**src/rtl/core/dssed_pkg.sv**
```systemverilog
// ----------------------------------------------------------------------------
// dssed_pkg
// Shared widths, types and register codes of the DoG extrema detector.
// ----------------------------------------------------------------------------
package dssed_pkg;

   localparam int SAMPLE_BITS   = 16;
   localparam int NUM_LAYERS    = 3;
   localparam int THR_BITS      = 15;
   localparam int WIDTH_BITS    = 11;
   localparam int HEIGHT_BITS   = 13;
   localparam int OCT_BITS      = 4;
   localparam int LAYER_BITS    = 3;
   localparam int ROW_BITS      = 12;
   localparam int COL_OUT_BITS  = 10;
   localparam int DIM_BITS      = 14;
   localparam int CSR_IDX_BITS  = 3;
   localparam int CSR_DATA_BITS = 15;
   localparam int MIN_DIM       = 3;
   localparam int MAX_HEIGHT    = 4096;
   localparam int FIRST_INNER   = 2;

   localparam logic [THR_BITS-1:0]   THR_RESET    = THR_BITS'(256);
   localparam logic [WIDTH_BITS-1:0] WIDTH_RESET  = WIDTH_BITS'(1024);
   localparam logic [HEIGHT_BITS-1:0] HEIGHT_RESET = HEIGHT_BITS'(768);
   localparam logic [OCT_BITS-1:0]   OCT_RESET    = '0;
   localparam logic [LAYER_BITS-1:0] LAYER_RESET  = LAYER_BITS'(1);

   typedef logic signed [SAMPLE_BITS-1:0] sample_type;

   typedef enum logic [CSR_IDX_BITS-1:0] {
      CSR_THRESHOLD = 3'd0,
      CSR_WIDTH     = 3'd1,
      CSR_HEIGHT    = 3'd2,
      CSR_OCTAVE    = 3'd3,
      CSR_LAYER     = 3'd4
   } csr_idx_type;

   // position of the pixel just taken in
   typedef struct packed {
      logic                interior;
      logic [ROW_BITS-1:0] row;
   } pos_type;

endpackage

```
**src/rtl/core/dssed_pos.sv**
```systemverilog
// ----------------------------------------------------------------------------
// dssed_pos
// Raster position counters with width/height clamping and frame restart.
// ----------------------------------------------------------------------------
module dssed_pos import dssed_pkg::*; #(
   parameter int MAX_WIDTH = 1024
) (
   input  logic                         clock,
   input  logic                         reset,
   input  logic                         advance,
   input  logic                         frame_start,
   input  logic [WIDTH_BITS-1:0]        image_width,
   input  logic [HEIGHT_BITS-1:0]       image_height,
   output logic [$clog2(MAX_WIDTH)-1:0] cur_col,
   output pos_type                      cur_pos
);

   localparam int COL_BITS = $clog2(MAX_WIDTH);

   logic [COL_BITS-1:0] col_ff, col_in, col_start, col_cur;
   logic [ROW_BITS-1:0] row_ff, row_in, row_start, row_cur;
   logic [DIM_BITS-1:0] w_raw, h_raw, w_eff, h_eff, col_inc, row_inc;

   always_comb begin
      w_raw = DIM_BITS'(image_width);
      h_raw = DIM_BITS'(image_height);
      if (w_raw < DIM_BITS'(MIN_DIM)) begin
         w_eff = DIM_BITS'(MIN_DIM);
      end else if (w_raw > DIM_BITS'(MAX_WIDTH)) begin
         w_eff = DIM_BITS'(MAX_WIDTH);
      end else begin
         w_eff = w_raw;
      end
      if (h_raw < DIM_BITS'(MIN_DIM)) begin
         h_eff = DIM_BITS'(MIN_DIM);
      end else if (h_raw > DIM_BITS'(MAX_HEIGHT)) begin
         h_eff = DIM_BITS'(MAX_HEIGHT);
      end else begin
         h_eff = h_raw;
      end

      col_start = frame_start ? '0 : col_ff;
      row_start = frame_start ? '0 : row_ff;
      col_cur   = (DIM_BITS'(col_start) >= w_eff) ? '0 : col_start;
      row_cur   = (DIM_BITS'(row_start) >= h_eff) ? '0 : row_start;

      col_inc = DIM_BITS'(col_cur) + DIM_BITS'(1);
      row_inc = DIM_BITS'(row_cur) + DIM_BITS'(1);
      if (col_inc >= w_eff) begin
         col_in = '0;
         row_in = (row_inc >= h_eff) ? '0 : row_inc[ROW_BITS-1:0];
      end else begin
         col_in = col_inc[COL_BITS-1:0];
         row_in = row_cur;
      end
   end

   always_ff @(posedge clock) begin
      if (reset) begin
         col_ff <= '0;
         row_ff <= '0;
      end else if (advance) begin
         col_ff <= col_in;
         row_ff <= row_in;
      end
   end

   assign cur_col          = col_cur;
   assign cur_pos.row      = row_cur;
   assign cur_pos.interior = (row_cur >= ROW_BITS'(FIRST_INNER)) &&
                             (col_cur >= COL_BITS'(FIRST_INNER));

endmodule

```
**config.mk**
```make
export PLATFORM = sky130hd
export DESIGN_NAME = dssed_pos
export DESIGN_NICKNAME = d
export VERILOG_FILES = /design/src/rtl/core/dssed_pkg.sv /design/src/rtl/core/dssed_pos.sv
export SDC_FILE = /design/constraint.sdc
export NUM_CORES = 1
export LEC_CHECK = 0
export ABC_CLOCK_PERIOD_IN_PS = 5400
export CAP_MARGIN = 40
export CELL_PAD_IN_SITES_DETAIL_PLACEMENT = 2
export CELL_PAD_IN_SITES_GLOBAL_PLACEMENT = 2
export CORE_MARGIN = 2
export CORE_UTILIZATION = 34
export CTS_CLUSTER_DIAMETER = 60
export DETAILED_ROUTE_END_ITERATION = 10
export DONT_BUFFER_PORTS = 1
export PLACE_DENSITY = 0.75
export SETUP_SLACK_MARGIN = 0.3
export SLEW_MARGIN = 20
export SYNTH_ARGS = -nofsm -noshare
export SYNTH_HDL_FRONTEND = slang
export SYNTH_SLANG_ARGS = --single-unit
```
**constraint.sdc**
```tcl
create_clock -name clock -period 5.4 [get_ports clock]
set_clock_uncertainty 0.05 [all_clocks]
set_input_delay 0.81 -clock clock [delete_from_list [all_inputs] [get_ports clock]]
set_output_delay 0.81 -clock clock [all_outputs]
set_load 0.01 [all_outputs]
```
==> impl_metrics.py <==
metrics = {
    "outcome": {
        "run_status": "complete, no violations",
    },
    "timing": {
        "fmax_mhz": 187,
        "min_period_over_period": 0.990,
        "finalHoldViolations": 0,
        "rsz0062_at_grt": "true",
        "whs_ns": 0.462,
        "fin_setup_tns_ns": 0,
        "drv_slew": 0,
        "setup_viol": 0,
        "finalCriticalPeriod_ns": 5.35,
        "slew_headroom": 0.587,
        "worst_slack_ns": 0.0529,
        "tightest_slew_ns": 0.614,
    },
    "clock_network": {
        "cts_sinks": 22,
        "clock_latency_ns": 0.27,
        "hold_buffers": 0,
        "root_buffer": "clkbuf_8",
        "clk_path_buf_depth": 2,
        "path_clk_slew_ns": 0.09,
        "htree_num_levels": 1,
        "cts-buffers-inserted": 3,
        "cts_tree": "done",
    },
    "logic_synthesis": {
        "synth_xor_xnor_area_share": 0.0363,
        "ys_seq_elements": 22,
        "yosysSeqAreaShare": 0.141,
        "yosysTopAreaCell": "ha_1",
        "syn_nets": 486,
        "synth_compound_area_frac": 0.215,
        "avgSynthCellArea_um2": 7.68,
        "postSynthCellCount": 408,
        "ys_warn_count": 0,
        "synthAdderAreaFrac": 0.200,
        "async_reset_ff_frac": 0,
        "ys.flop_type": "dfxtp_1",
        "synth_top_area_share": 0.200,
        "synth_edf_count": 0,
        "synthMuxAreaShare": 0,
        "syn_area_um2": 3130,
        "synthSimpleGateAreaFrac": 0.361,
        "ys_top_cells_by_area": "ha_1 (20%), dfxtp_1 (14%), nand2_1 (6.5%)",
        "synth_top_family_by_area": "simple AND/OR/NAND/NOR gates",
        "yosysUniqueCellTypes": 66,
    },
    "global_routing": {
        "overflow": 0,
        "track_usage": 0.253,
        "antenna_found_initial": 0,
        "grt_pass1_vias": 3575,
        "grt_pass1_wl_um": 19900,
        "grt_max_degree": 37,
    },
    "routing": {
        "drt-pass1-iter-count": 4,
        "ant_nets": 0,
        "vias_per_cell": 6.12,
        "wl_um": 14700,
        "wire_per_inst_um": 26.1,
        "drc_errors": 0,
        "num_vias": 3431,
        "dr.first_iter.drc_count": 125,
    },
    "cells_and_area": {
        "layoutNonFillerInstCount": 561,
        "area_growth_pct": 27.7,
        "final_net_count": 529,
        "design_area_um2": 4000,
        "antenna-diode-count": 0,
        "layout-drive-gt1-share": 0.309,
        "finish.utilization": 0.439,
    },
    "placement": {
        "place_hpwl_um": 9720,
        "postPlaceCellArea_um2": 3570,
        "dp_cells": 538,
        "place.gp.congestion": 0.839,
        "numPortBuffers": 0,
        "dp_slack_ns": -0.309,
    },
    "pwr": {
        "switching_power_uw": 138,
        "clockPowerShare": 0.295,
        "power_frac_seq": 0.398,
        "total_power_uw": 420,
        "peakVddDrop_v": 0.0000913,
        "p_leak_nw": 1.60,
        "switching_share": 0.328,
        "comb_power_share": 0.307,
        "power_density_nw_per_um2": 105,
        "internal_power_uw": 282,
    },
    "worst_setup_path": {
        "arrival_ns": 5.49,
        "crit_path_start_kind": "input port",
        "end_kind": "register",
        "path_class": "input port to register",
        "crit_fanout": 5,
        "crit_required_ns": 5.54,
    },
    "floorplan": {
        "die_h_um": 100,
        "start_util": 0.344,
        "die_w_um": 100,
        "coreArea_um2": 9110,
        "ios": 51,
        "die_area_um2": 10000,
        "rows": 35,
    },
    "worst_hold_path": {
        "hold_class": "register to register",
    },
    "run": {
        "cap_violations": 0,
    },
}
==> state kept, by name (all words and copies together), names as in the netlist <==
register / cells
row_ff: 12
col_ff: 10
==> area by class of cell <==
type	instances	area, um2
Fill cell	1025	5110
Inverter	19	77.6
Timing Repair Buffer	52	414
Multi-Input combinational cell	353	2870
Sequential cell	22	440
Clock buffer	4	55.1
Tap cell	111	139
==> path summary, 6_finish.rpt <==
kind                                       start        end  slack, ns  cells past startpoint
worst max-delay path            image_height[11]  row_ff[6]       0.05                     26
worst min-delay path                   col_ff[2]  col_ff[2]       0.46                      2
worst max register to register         col_ff[6]  row_ff[2]       0.51                     23
worst min register to register         col_ff[2]  col_ff[2]       0.46                      2
==> routing by layer <==
| metal | vias up | share of wire | global-route usage |
|---|---|---|---|
| met4 | 0 | 0.020 | 0.0200 |
| met2 | 93 | 0.50 | 0.436 |
| met3 | 28 | 0.054 | 0.0418 |
| met5 | - | 0 | 0 |
| met1 | 1755 | 0.42 | 0.347 |
| li1 | 1555 | - | - |
==> placed cells by master (no fill, tap or decap), drive strengths merged, types with 3 or more instances in the layout <==
cell,synthesis,routed
nor2,27,27
clkbuf,6,4
nor3,10,10
nand4,9,9
a21o,3,3
a211o,3,3
dfxtp,22,22
a211oi,7,7
or3,4,4
o211ai,6,6
o21ai,13,13
inv,18,17
buf,8,52
nor4,10,10
nand3,20,20
o31ai,3,3
ha,50,50
nor2b,23,23
a21oi,35,35
nand4b,3,3
nand2,55,55
nor3b,4,4
and2,13,13
nand2b,14,14
xor2,8,8
xnor2,5,5
o21a,5,5
==> power by group through the flow <==
stage	sequential [mW]	combinational, mW	clock (mW)
2_1_floorplan	0.169	0.0774	0
3_3_place_gp	0.170	0.0990	0
3_5_place_dp	0.170	0.105	0
4_1_cts	0.167	0.110	0.123
5_1_grt	0.167	0.139	0.135
6_report	0.167	0.129	0.124
==> kinds of logic (layout without fill, tap and decap cells) <==
| group | after synthesis | after routing |
|---|---|---|
| AO/OA/AOI/OAI | 89 | 89 |
| XOR/XNOR | 13 | 13 |
| adder cells (fa/ha/maj) | 50 | 50 |
| AND/OR/NAND/NOR | 201 | 201 |
| flip-flops | 22 | 22 |
| buffers and inverters | 33 | 75 |
==> repair_timing <==
| item | in CTS | in global routing |
|---|---|---|
| pin swaps | 20 | 38 |
| cloned | 0 | 0 |
| resized for setup | 15 | 38 |
| setup buffers | 7 | 12 |
| endpoints found under the setup margin | 13 | 21 |
==> synthesized netlist by cell type (all sizes together), types with 2 or more instances <==
master and instances:
nand4b 3, and2 13, nand2b 14, o221ai 2, nor2b 23, buf 8
and4 2, xnor2 5, o21ai 13, dfxtp 22, o21a 5, a21o 3
nand4 9, xor2 8, and3 2, a211oi 7, and4b 2, inv 18
nor4 10, a22oi 2, nor2 27, a211o 3, ha 50, a21oi 35
o31ai 3, nand2 55, nor3b 4, or3 4, clkbuf 6, o211ai 6
nor3 10, nand3 20
==> worst max-delay path: stages <==
cell     delay [ns]
nor4_4         0.30
nand3_2        0.15
o31ai_4        0.30
nand2_2        0.12
ha_4           0.23
buf_4          0.14
nand3_1        0.08
nand2_1        0.08
a41oi_2        0.29
o22ai_2        0.16
nor2_2         0.21
nand2_4        0.08
inv_4          0.09
ha_4           0.15
nand3_4        0.10
nor2_4         0.19
nand4_1        0.17
and2_4         0.20
o21a_1         0.19
ha_4           0.22
o21a_1         0.18
o221a_4        0.26
o31ai_4        0.08
nand4_4        0.16
or3_1          0.35
a21oi_1        0.18
Note: power is estimated with default switching activity, not from simulation.
