--- src/rtl/core/dssed_pkg.sv ---
// ----------------------------------------------------------------------------
// dssed_pkg
// Shared widths, types and register codes of the DoG extrema detector.
// ----------------------------------------------------------------------------
package dssed_pkg;

   localparam int SAMPLE_BITS   = 16;
   localparam int NUM_LAYERS    = 3;
   localparam int THR_BITS      = 15;
   localparam int WIDTH_BITS    = 11;
   localparam int HEIGHT_BITS   = 13;
   localparam int OCT_BITS      = 4;
   localparam int LAYER_BITS    = 3;
   localparam int ROW_BITS      = 12;
   localparam int COL_OUT_BITS  = 10;
   localparam int DIM_BITS      = 14;
   localparam int CSR_IDX_BITS  = 3;
   localparam int CSR_DATA_BITS = 15;
   localparam int MIN_DIM       = 3;
   localparam int MAX_HEIGHT    = 4096;
   localparam int FIRST_INNER   = 2;

   localparam logic [THR_BITS-1:0]   THR_RESET    = THR_BITS'(256);
   localparam logic [WIDTH_BITS-1:0] WIDTH_RESET  = WIDTH_BITS'(1024);
   localparam logic [HEIGHT_BITS-1:0] HEIGHT_RESET = HEIGHT_BITS'(768);
   localparam logic [OCT_BITS-1:0]   OCT_RESET    = '0;
   localparam logic [LAYER_BITS-1:0] LAYER_RESET  = LAYER_BITS'(1);

   typedef logic signed [SAMPLE_BITS-1:0] sample_type;

   typedef enum logic [CSR_IDX_BITS-1:0] {
      CSR_THRESHOLD = 3'd0,
      CSR_WIDTH     = 3'd1,
      CSR_HEIGHT    = 3'd2,
      CSR_OCTAVE    = 3'd3,
      CSR_LAYER     = 3'd4
   } csr_idx_type;

   // position of the pixel just taken in
   typedef struct packed {
      logic                interior;
      logic [ROW_BITS-1:0] row;
   } pos_type;

endpackage

--- src/rtl/core/dssed_window.sv ---
// ----------------------------------------------------------------------------
// dssed_window
// 3x3x3 window registers and the 26-neighbour max/min test on the new window.
// ----------------------------------------------------------------------------
module dssed_window import dssed_pkg::*; (
   input  logic                                   clock,
   input  logic                                   reset,
   input  logic                                   shift_en,
   input  logic [2*NUM_LAYERS*SAMPLE_BITS-1:0]    line_data,
   input  logic [NUM_LAYERS*SAMPLE_BITS-1:0]      fresh,
   input  logic [THR_BITS-1:0]                    threshold,
   output logic                                   is_peak
);

   localparam int HALF = NUM_LAYERS * SAMPLE_BITS;

   // [layer][row: 0 oldest][col: 0 oldest]
   sample_type win_ff [NUM_LAYERS][3][3];
   sample_type win_in [NUM_LAYERS][3][3];

   sample_type                px;
   logic signed [SAMPLE_BITS:0] px_wide;
   logic [SAMPLE_BITS:0]      mag;
   logic                      ge, le;

   always_comb begin
      for (int l = 0; l < NUM_LAYERS; l++) begin
         for (int r = 0; r < 3; r++) begin
            win_in[l][r][0] = win_ff[l][r][1];
            win_in[l][r][1] = win_ff[l][r][2];
         end
         win_in[l][0][2] = sample_type'(line_data[HALF + l*SAMPLE_BITS +: SAMPLE_BITS]);
         win_in[l][1][2] = sample_type'(line_data[l*SAMPLE_BITS +: SAMPLE_BITS]);
         win_in[l][2][2] = sample_type'(fresh[l*SAMPLE_BITS +: SAMPLE_BITS]);
      end
   end

   always_comb begin
      px      = win_in[1][1][1];
      px_wide = {px[SAMPLE_BITS-1], px};
      mag     = px[SAMPLE_BITS-1] ? -px_wide : px_wide;
      ge      = 1'b1;
      le      = 1'b1;
      for (int l = 0; l < NUM_LAYERS; l++) begin
         for (int r = 0; r < 3; r++) begin
            for (int c = 0; c < 3; c++) begin
               if (!(l == 1 && r == 1 && c == 1)) begin
                  if (px < win_in[l][r][c]) ge = 1'b0;
                  if (px > win_in[l][r][c]) le = 1'b0;
               end
            end
         end
      end
      is_peak = (mag >= (SAMPLE_BITS+1)'(threshold)) && (ge || le);
   end

   always_ff @(posedge clock) begin
      if (reset) begin
         for (int l = 0; l < NUM_LAYERS; l++) begin
            for (int r = 0; r < 3; r++) begin
               for (int c = 0; c < 3; c++) begin
                  win_ff[l][r][c] <= '0;
               end
            end
         end
      end else if (shift_en) begin
         win_ff <= win_in;
      end
   end

endmodule

--- config.mk ---
export PLATFORM = sky130hd
export DESIGN_NAME = dssed_window
export DESIGN_NICKNAME = d
export VERILOG_FILES = /design/src/rtl/core/dssed_pkg.sv /design/src/rtl/core/dssed_window.sv
export SDC_FILE = /design/constraint.sdc
export NUM_CORES = 1
export LEC_CHECK = 0
export ABC_CLOCK_PERIOD_IN_PS = 5140
export BUFFER_PORTS_ARGS = -buffer_cell sky130_fd_sc_hd__buf_4
export CAP_MARGIN = 20
export CELL_PAD_IN_SITES_DETAIL_PLACEMENT = 0
export CELL_PAD_IN_SITES_GLOBAL_PLACEMENT = 1
export CORE_AREA = 2 2 250 252
export DETAILED_ROUTE_END_ITERATION = 6
export DIE_AREA = 0 0 252 254
export GPL_TIMING_DRIVEN = 0
export PLACE_DENSITY = 0.69
export SLEW_MARGIN = 20
export SYNTH_ARGS = -nofsm -noshare
export SYNTH_HDL_FRONTEND = slang
export SYNTH_SLANG_ARGS = --single-unit
--- constraint.sdc ---
create_clock -name clock -period 5.14 [get_ports clock]
set_clock_uncertainty 0.1 [all_clocks]
set_input_delay 1.028 -clock clock [delete_from_list [all_inputs] [get_ports clock]]
set_output_delay 1.028 -clock clock [all_outputs]
set_load 0.02 [all_outputs]
==> metrics.md, run 1 <==
| Metric | Value |
|---|---|
| Share of flip-flops with an asynchronous set or reset after synthesis | `0%` |
| GRT Total Usage | `approximately 22%` |
| Number of antenna cells inserted | `0` |
| Overall die width | `between 200 and 300 µm` |
| Kind of end point of the critical path | `output pin` |
| DRC violation count after routing | `0` |
| Required time of the critical path | `4010 ps` |
| Average instance area after synthesis | `~8.5 µm²` |
| Kind of path behind the tightest hold check | `reg -> reg` |
| Via Count | `18.6k` |
| Nets in the synthesized netlist | `roughly 3.1k` |
| Starting Density | `34.8%` |
| Count of routing violations after the opening detailed-route iteration | `~1k` |
| Non-Filler Cell Area, Final | `25700 µm²` |
| Via/cell ratio | `approximately 5.2` |
| Placed instance area | `roughly 24000 µm²` |
| Number of enable-type register cells in the synthesized netlist | `0` |
| Cell occurring most often along the worst timing path | `buf_4` |
| Max Slew Vio Count | `0` |
| Smallest setup slack after layout | `-451 ps` |
| Start-to-end type of the worst setup path | `reg -> out` |
| Routed wirelength normalized by instance count | `around 20 µm` |
| Clock tree from TritonCTS | `done` |
| Clock transition at the registers of the reported paths | `60 ps` |
| Cell area after synthesis | `between 20000 and 25000 µm²` |
| P_sw | `between 2000 and 2500 µW` |
| Prevailing post-synth register cell | `dfxtp_1` |
| Max rail drop VDD | `approximately 200 µV` |
| Cell with the biggest individual delay on the critical path | `o41ai_4` |
| Biggest cell delay along the critical path | `530 ps` |
| Deepest clock path buffer count | `3` |
| Switching Fraction | `a little under a third` |
| Number of placement rows | `91` |
| Sequential-to-total area share from yosys stat | `between 20% and 30%` |
| Global route total overflow | `0` |
| Die Span Y | `~250 µm` |
| Cell type contributing the most total cell area after synthesis | `dfxtp_1` |
| Hold worst-path end | `win_ff[19]` |
| Seq pwr share | `35.5%` |
| Critical path data arrival time | `roughly 4500 ps` |
| Outcome | `finished with violations` |
| Number of detailed-route iterations in the first pass | `6` |
| Leak | `0.0126 µW` |
| Worst Setup Start Kind | `register` |
| Setup repair after global routing missed its margin | `yes` |
| Final ANT Viol Nets | `0` |
| Synthesized netlist cell count | `roughly 2.5k` |
| WL final | `~72 mm` |
| #FFs+latches synth | `~290` |
| Fraction of final layout cells with drive strength greater than 1 | `roughly an eighth` |
| Share of the clock period used by the worst path after layout | `109%` |
| Most common cell after layout, fill and taps aside | `ha_1` |
| Endpoint of the worst-slack reg-to-reg timing path | `px[15]` |
| Reg-to-Reg Start | `px[15]` |
| Max Cap Violations | `0` |
| Most used cells in the layout excluding fill and tap cells | `432 x ha_1, 426 x inv_1, 335 x nor2_1` |
| Number of unique standard cell types used by synthesis | `69` |
| Synth top area cells | `dfxtp_1 27%, ha_1 25%, mux2i_1 14%, inv_1 7.5%, nor2_1 5.9%` |
| Final Hold Viols | `0` |
| Worst hold path depth | `2` |
| Count of H-tree levels built during CTS | `2` |
| GP Congestion | `approximately 0.86` |
| Net count, final | `about 3.4k` |
| DP HPWL | `roughly 50 mm` |
| Sinks on Clock Net | `~290` |
| Failing checks | `negative setup slack` |
| Hold buffers post-CTS | `0` |
| Number of fillers in the final layout | `~6.1k` |
| Number of global-route vias before repair | `roughly 19k` |
| Num CTS Buffers | `38` |
| Max-slew headroom at the worst pin | `between 30% and 40%` |
| Clock network power share | `between 30 and 40%` |
| Series of cell instances along the critical path | `buf_4 -> buf_4 -> buf_12 -> ha_1 -> nand4_1 -> nor4_2 -> a221oi_1 -> mux2_1 -> a22o_1 -> a221oi_1 -> o2111ai_1 -> o41ai_4 -> buf_4` |
| Total setup violations reported at the end of the flow | `1` |
| R2R Setup Slk | `between 3000 and 4000 ps` |
| Maximum number of pins on one net before global-route repair | `22` |
| Number of cells on the worst reg-to-reg path | `3` |
| Post-route core utilization | `between 40% and 50%` |
| Die Area | `64000 µm²` |
| Highest Clock Rate | `0.179 GHz` |
| Initial antenna violation count | `1` |
| Count of buffers inserted at the top-level ports | `between 150 and 200` |
| Yosys top cell area share | `27.0%` |
| Global-route wire length before repair | `approximately 110 mm` |
| Minimum clock period | `between 5000 and 6000 ps` |
| Beginning of the worst hold path | `win_ff[19]` |
| Count of warnings emitted by yosys | `0` |
| CTS Root Buffer Type | `clkbuf_16` |
| Post-route worst hold slack | `between 300 and 400 ps` |
| Internal | `about 4800 µW` |
| Floorplan Core Area | `around 61000 µm²` |
| Overall power consumption | `approximately 7000 µW` |
| Area growth syn-to-layout | `20.4%` |
| Power per standard cell area | `~270 nW/µm²` |
| CP Max Fanout | `15` |
| Setup Total Neg Slack | `-451 ps` |
| Worst-skew pair later-pin latency | `about 550 ps` |
| Portion of total power attributed to combinational logic | `about a quarter` |
| Ports | `163` |
| Actual slew at the worst max-slew pin | `approximately 950 ps` |
-- worst max path at each step --
stage / startpoint / to / slack (ps) / cells past startpoint
floorplan: px[1] / is_peak / 150 / 14
global placement: px[15] / is_peak / -1700 / 11
detailed placement: px[15] / is_peak / -720 / 12
CTS: px[1] / is_peak / -530 / 15
global route: px[9] / is_peak / -490 / 13
finish: px[9] / is_peak / -450 / 13
-- per-stage QoR --
stage	worst slack, ps	cells
floorplan	153	2524
global placement	-1700	3474
detailed placement	-720	3484
CTS	-532	3594
global route	-485	3595
finish	-451	3595
-- synth_stat cells (10+ instances only) --
| master | count |
|---|---|
| a2111oi_0 | 10 |
| a211oi_1 | 17 |
| a21o_1 | 37 |
| a21oi_1 | 155 |
| buf_1 | 28 |
| clkbuf_1 | 37 |
| dfxtp_1 | 288 |
| ha_1 | 432 |
| inv_1 | 427 |
| mux2i_1 | 298 |
| nand2_1 | 106 |
| nand2b_1 | 14 |
| nand3_1 | 29 |
| nand4_1 | 74 |
| nor2_1 | 337 |
| nor2b_1 | 17 |
| nor3_1 | 15 |
| nor4_1 | 20 |
| o211ai_1 | 15 |
| o21ai_0 | 46 |
| xnor2_1 | 12 |
-- cells by family (layout without fill, tap and decap cells) --
group / after synthesis / count (layout) / synth area share (%)
simple gates: 651 / 651 / 14.0
buf+inv: 492 / 773 / 8.66
fa+ha+maj: 432 / 432 / 25.3
compound gates: 340 / 340 / 9.93
mux: 307 / 307 / 14.5
flops: 288 / 288 / 27.0
xor+xnor: 14 / 14 / 0.575
-- power groups by stage --
stage / Sequential (µW) / Combinational [µW] / Clock [µW]
detailed placement: 2550 / 1540 / 0
CTS: 2450 / 1700 / 2820
global route: 2470 / 1910 / 2900
finish: 2460 / 1720 / 2750
global placement: 2580 / 1440 / 0
floorplan: 2480 / 1020 / 0
-- what timing repair did --
item                       in CTS  in global routing
setup buffers                  45                  1
gates resized for setup        26                 13
pin swaps                       9                  5
setup endpoints to repair       1                  1
-- registers in the layout (all words and copies together) (netlist names) --
signal,cells
px,16
win_ff,272
-- routing by layer --
layer  track usage [%]  wire length [µm]
met2              37.5             32800
met4              9.21              2740
met3              3.84              4100
met1              28.5             32600
met5                 0                13
-- layout make-up --
cell class	instances	area, µm²	share of cell area [%]
buffer	65	244	0.950
clock buffer	54	1150	4.50
clock inverter	11	141	0.550
inverter	427	1610	6.26
multi-input combinational	1744	13800	53.9
sequential	288	5820	22.7
tap	790	988	3.85
timing repair buffer	216	1880	7.34
-- critical path, delay by kind of cell, from the launching register on --
kind                       cells  cell delay (ps)
AOI/OAI and AO/OA              5             1660
buffers and inverters          4              890
muxes                          1              440
DFF                            1              400
adders and majority gates      1              290
and+or+nand+nor                2              230
Note: power is estimated with default switching activity, not from simulation.
==> run 2, diff against run 1 <==
--- a/config.mk
+++ b/config.mk
@@ -6,7 +6,7 @@
 export NUM_CORES = 1
 export LEC_CHECK = 0
 export ABC_CLOCK_PERIOD_IN_PS = 5140
-export BUFFER_PORTS_ARGS = -buffer_cell sky130_fd_sc_hd__buf_4
+export BUFFER_PORTS_ARGS = -buffer_cell sky130_fd_sc_hd__buf_2
 export CAP_MARGIN = 20
 export CELL_PAD_IN_SITES_DETAIL_PLACEMENT = 0
 export CELL_PAD_IN_SITES_GLOBAL_PLACEMENT = 1
@@ -15,6 +15,7 @@
 export DIE_AREA = 0 0 252 254
 export GPL_TIMING_DRIVEN = 0
 export PLACE_DENSITY = 0.69
+export RECOVER_POWER = 100
 export SLEW_MARGIN = 20
 export SYNTH_ARGS = -nofsm -noshare
 export SYNTH_HDL_FRONTEND = slang
==> run 2 against run 1 <==
Compared with the run above:
- the run still ends with negative setup slack left
- first-iteration DRC count rose by 16%
- combinational power fell by 3%
- power decreased by 1.7%
- utilization shrank 0.82 points
- via count grew 1.7%
- wire length up 2.8%
- critical path depth unchanged
==> metrics.md, run 2 (synthesized netlist as in run 1, its figures left out) <==
| Metric | Value |
|---|---|
| Outcome | `finished with violations` |
| Failing checks | `negative setup slack` |
| Minimum clock period | `5550 ps (-39.8 ps)` |
| Sinks on Clock Net | `288 (unchanged)` |
| Final Hold Viols | `0 (unchanged)` |
| Max-slew headroom at the worst pin | `35.5% (-1.4 points)` |
| Count of buffers inserted at the top-level ports | `160 (unchanged)` |
| Setup Total Neg Slack | `-411 ps (+39.8 ps)` |
| Highest Clock Rate | `0.180 GHz (+0.72%)` |
| Largest register FFs | `272 (unchanged)` |
| Overall die width | `252 µm (unchanged)` |
| Post-route worst hold slack | `392 ps (+2.40 ps)` |
| Max rail drop VDD | `224 µV (+11%)` |
| DP HPWL | `50.7 mm (-1.1%)` |
| Initial antenna violation count | `3 (+2)` |
| Overall power consumption | `6800 µW (-1.7%)` |
| Number of placement rows | `91 (unchanged)` |
| Worst-skew pair later-pin latency | `560 ps (about the same)` |
| Clock transition at the registers of the reported paths | `60 ps (about the same)` |
| Power per standard cell area | `270 nW/µm² (+0.24%)` |
| Actual slew at the worst max-slew pin | `968 ps (+21.6 ps)` |
| Final ANT Viol Nets | `0 (unchanged)` |
| Total setup violations reported at the end of the flow | `1 (unchanged)` |
| GP Congestion | `0.865 (+0.17%)` |
| Starting Density | `34.8% (unchanged)` |
| WL final | `74.3 mm (+2.8%)` |
| Start-to-end type of the worst setup path | `reg -> out` |
| Via/cell ratio | `5.25 (+1.6%)` |
| Ports | `163 (unchanged)` |
| Cell with the biggest individual delay on the critical path | `o41ai_4` |
| Leak | `0.0124 µW (-1.4%)` |
| CTS Root Buffer Type | `clkbuf_16` |
| Via Count | `18.9k (+1.7%)` |
| Worst Setup Start Kind | `register` |
| Series of cell instances along the critical path | `buf_4 -> buf_12 -> buf_12 -> ha_1 -> nand4_1 -> nor4_1 -> a221oi_1 -> mux2_1 -> a22o_1 -> a221oi_1 -> o2111ai_1 -> o41ai_4 -> buf_4` |
| Max Cap Violations | `0 (unchanged)` |
| Biggest cell delay along the critical path | `530 ps (about the same)` |
| CP Max Fanout | `15 (unchanged)` |
| Die Span Y | `254 µm (unchanged)` |
| Required time of the critical path | `4010 ps (about the same)` |
| Clock tree from TritonCTS | `done` |
| Smallest setup slack after layout | `-411 ps (+39.8 ps)` |
| Die Area | `64000 µm² (unchanged)` |
| Kind of end point of the critical path | `output pin` |
| Number of fillers in the final layout | `6158 (+1.4%)` |
| Most used cells in the layout excluding fill and tap cells | `432 x ha_1, 426 x inv_1, 337 x nor2_1` |
| DRC violation count after routing | `0 (unchanged)` |
| Num CTS Buffers | `37 (-2.6%)` |
| Top reg by flops | `win_ff` |
| GRT Total Usage | `23.0% (+0.60 points)` |
| Fraction of final layout cells with drive strength greater than 1 | `11.4% (-0.40 points)` |
| Setup repair after global routing missed its margin | `yes` |
| Global-route wire length before repair | `111 mm (+1.9%)` |
| Maximum number of pins on one net before global-route repair | `23 (+4.5%)` |
| Critical path data arrival time | `4420 ps (-40 ps)` |
| Kind of path behind the tightest hold check | `reg -> reg` |
| Share of the clock period used by the worst path after layout | `108% (-0.77 points)` |
| Count of routing violations after the opening detailed-route iteration | `1163 (+16%)` |
| Non-filler instance count after layout | `3599 (+0.11%)` |
| Floorplan Core Area | `61300 µm² (unchanged)` |
| Max Slew Vio Count | `0 (unchanged)` |
| Global route total overflow | `0 (unchanged)` |
| Number of detailed-route iterations in the first pass | `5 (-1)` |
| Routed wirelength normalized by instance count | `20.6 µm (+2.7%)` |
| Number of global-route vias before repair | `18.8k (+0.085%)` |
| Net count, final | `3375 (+0.030%)` |
| Area growth syn-to-layout | `18.1%` |
| Deepest clock path buffer count | `3 (unchanged)` |
| Cell count after placement | `3481 (-0.086%)` |
| Most common cell after layout, fill and taps aside | `ha_1` |
| Count of H-tree levels built during CTS | `2 (unchanged)` |
-- run 2: cell count changes in the layout (fill, tap and decap cells not counted), moves of 3 or more --
cell,before,now
buf_1,28,1
buf_12,14,17
buf_2,0,159
buf_4,197,39
clkbuf_1,42,74
clkbuf_8,8,5
nor4_1,16,19
-- run 2: power by group --
part | switching [µW] | total [µW] | internal (µW)
combinational | 979 | 1670 | 694
clock | 1070 | 2660 | 1590
sequential | 128 | 2470 | 2340
total | 2180 | 6800 | 4620
-- run 2: stage by stage --
stage | utilization (%) | area [µm²] | worst slack, ps
floorplan | - | 21300 | 153
CTS | 41.1 | 25200 | -490
detailed placement | 38.1 | 23300 | -687
global route | 41.1 | 25200 | -483
global placement | 37.7 | 23100 | -1760
finish | 41.1 | 25200 | -411
-- run 2: critical path, delay by kind of cell (launching register included) --
kind | cells | cell delay (ps)
mux | 1 | 410
simple gates | 2 | 490
flops | 1 | 380
compound gates | 5 | 1510
fa+ha+maj | 1 | 310
buf+inv | 4 | 760
-- run 2: worst paths after layout --
path                             startpoint     endpoint  slack [ps]  cells past startpoint
worst min-delay path            win_ff[360]  win_ff[360]         390                      2
worst max-delay path                  px[9]      is_peak        -410                     13
worst min register to register  win_ff[360]  win_ff[360]         390                      2
worst max register to register       px[15]  win_ff[223]        3570                      4
-- run 2: what timing repair did --
item | CTS | global route
cloned | 0 | 0
endpoints found under the hold margin | 0 | 0
pin swaps | 7 | 4
hold buffers | 0 | 0
endpoints found under the setup margin | 1 | 1
setup buffers | 51 | 0
gates resized for setup | 24 | 6
-- run 2: per-layer routing --
layer	vias up	global-route usage (%)	share of wire (%)
met5	-	0	0
met4	0	8.27	3.5
met3	134	3.33	5.8
met2	530	38.9	46
met1	9009	29.8	45
li1	9211	-	-
-- run 2: area by class of cell --
class / count / area (µm²) / share of cell area, %
Timing Repair Buffer: 218 / 1510 / 6.00
Sequential cell: 288 / 5830 / 23.1
Tap cell: 790 / 988 / 3.92
Buffer: 65 / 244 / 0.969
Multi-Input combinational cell: 1744 / 13800 / 54.7
Antenna cell: 2 / 5.00 / 0.0199
Inverter: 427 / 1610 / 6.38
Clock inverter: 10 / 106 / 0.422
Clock buffer: 55 / 1110 / 4.40
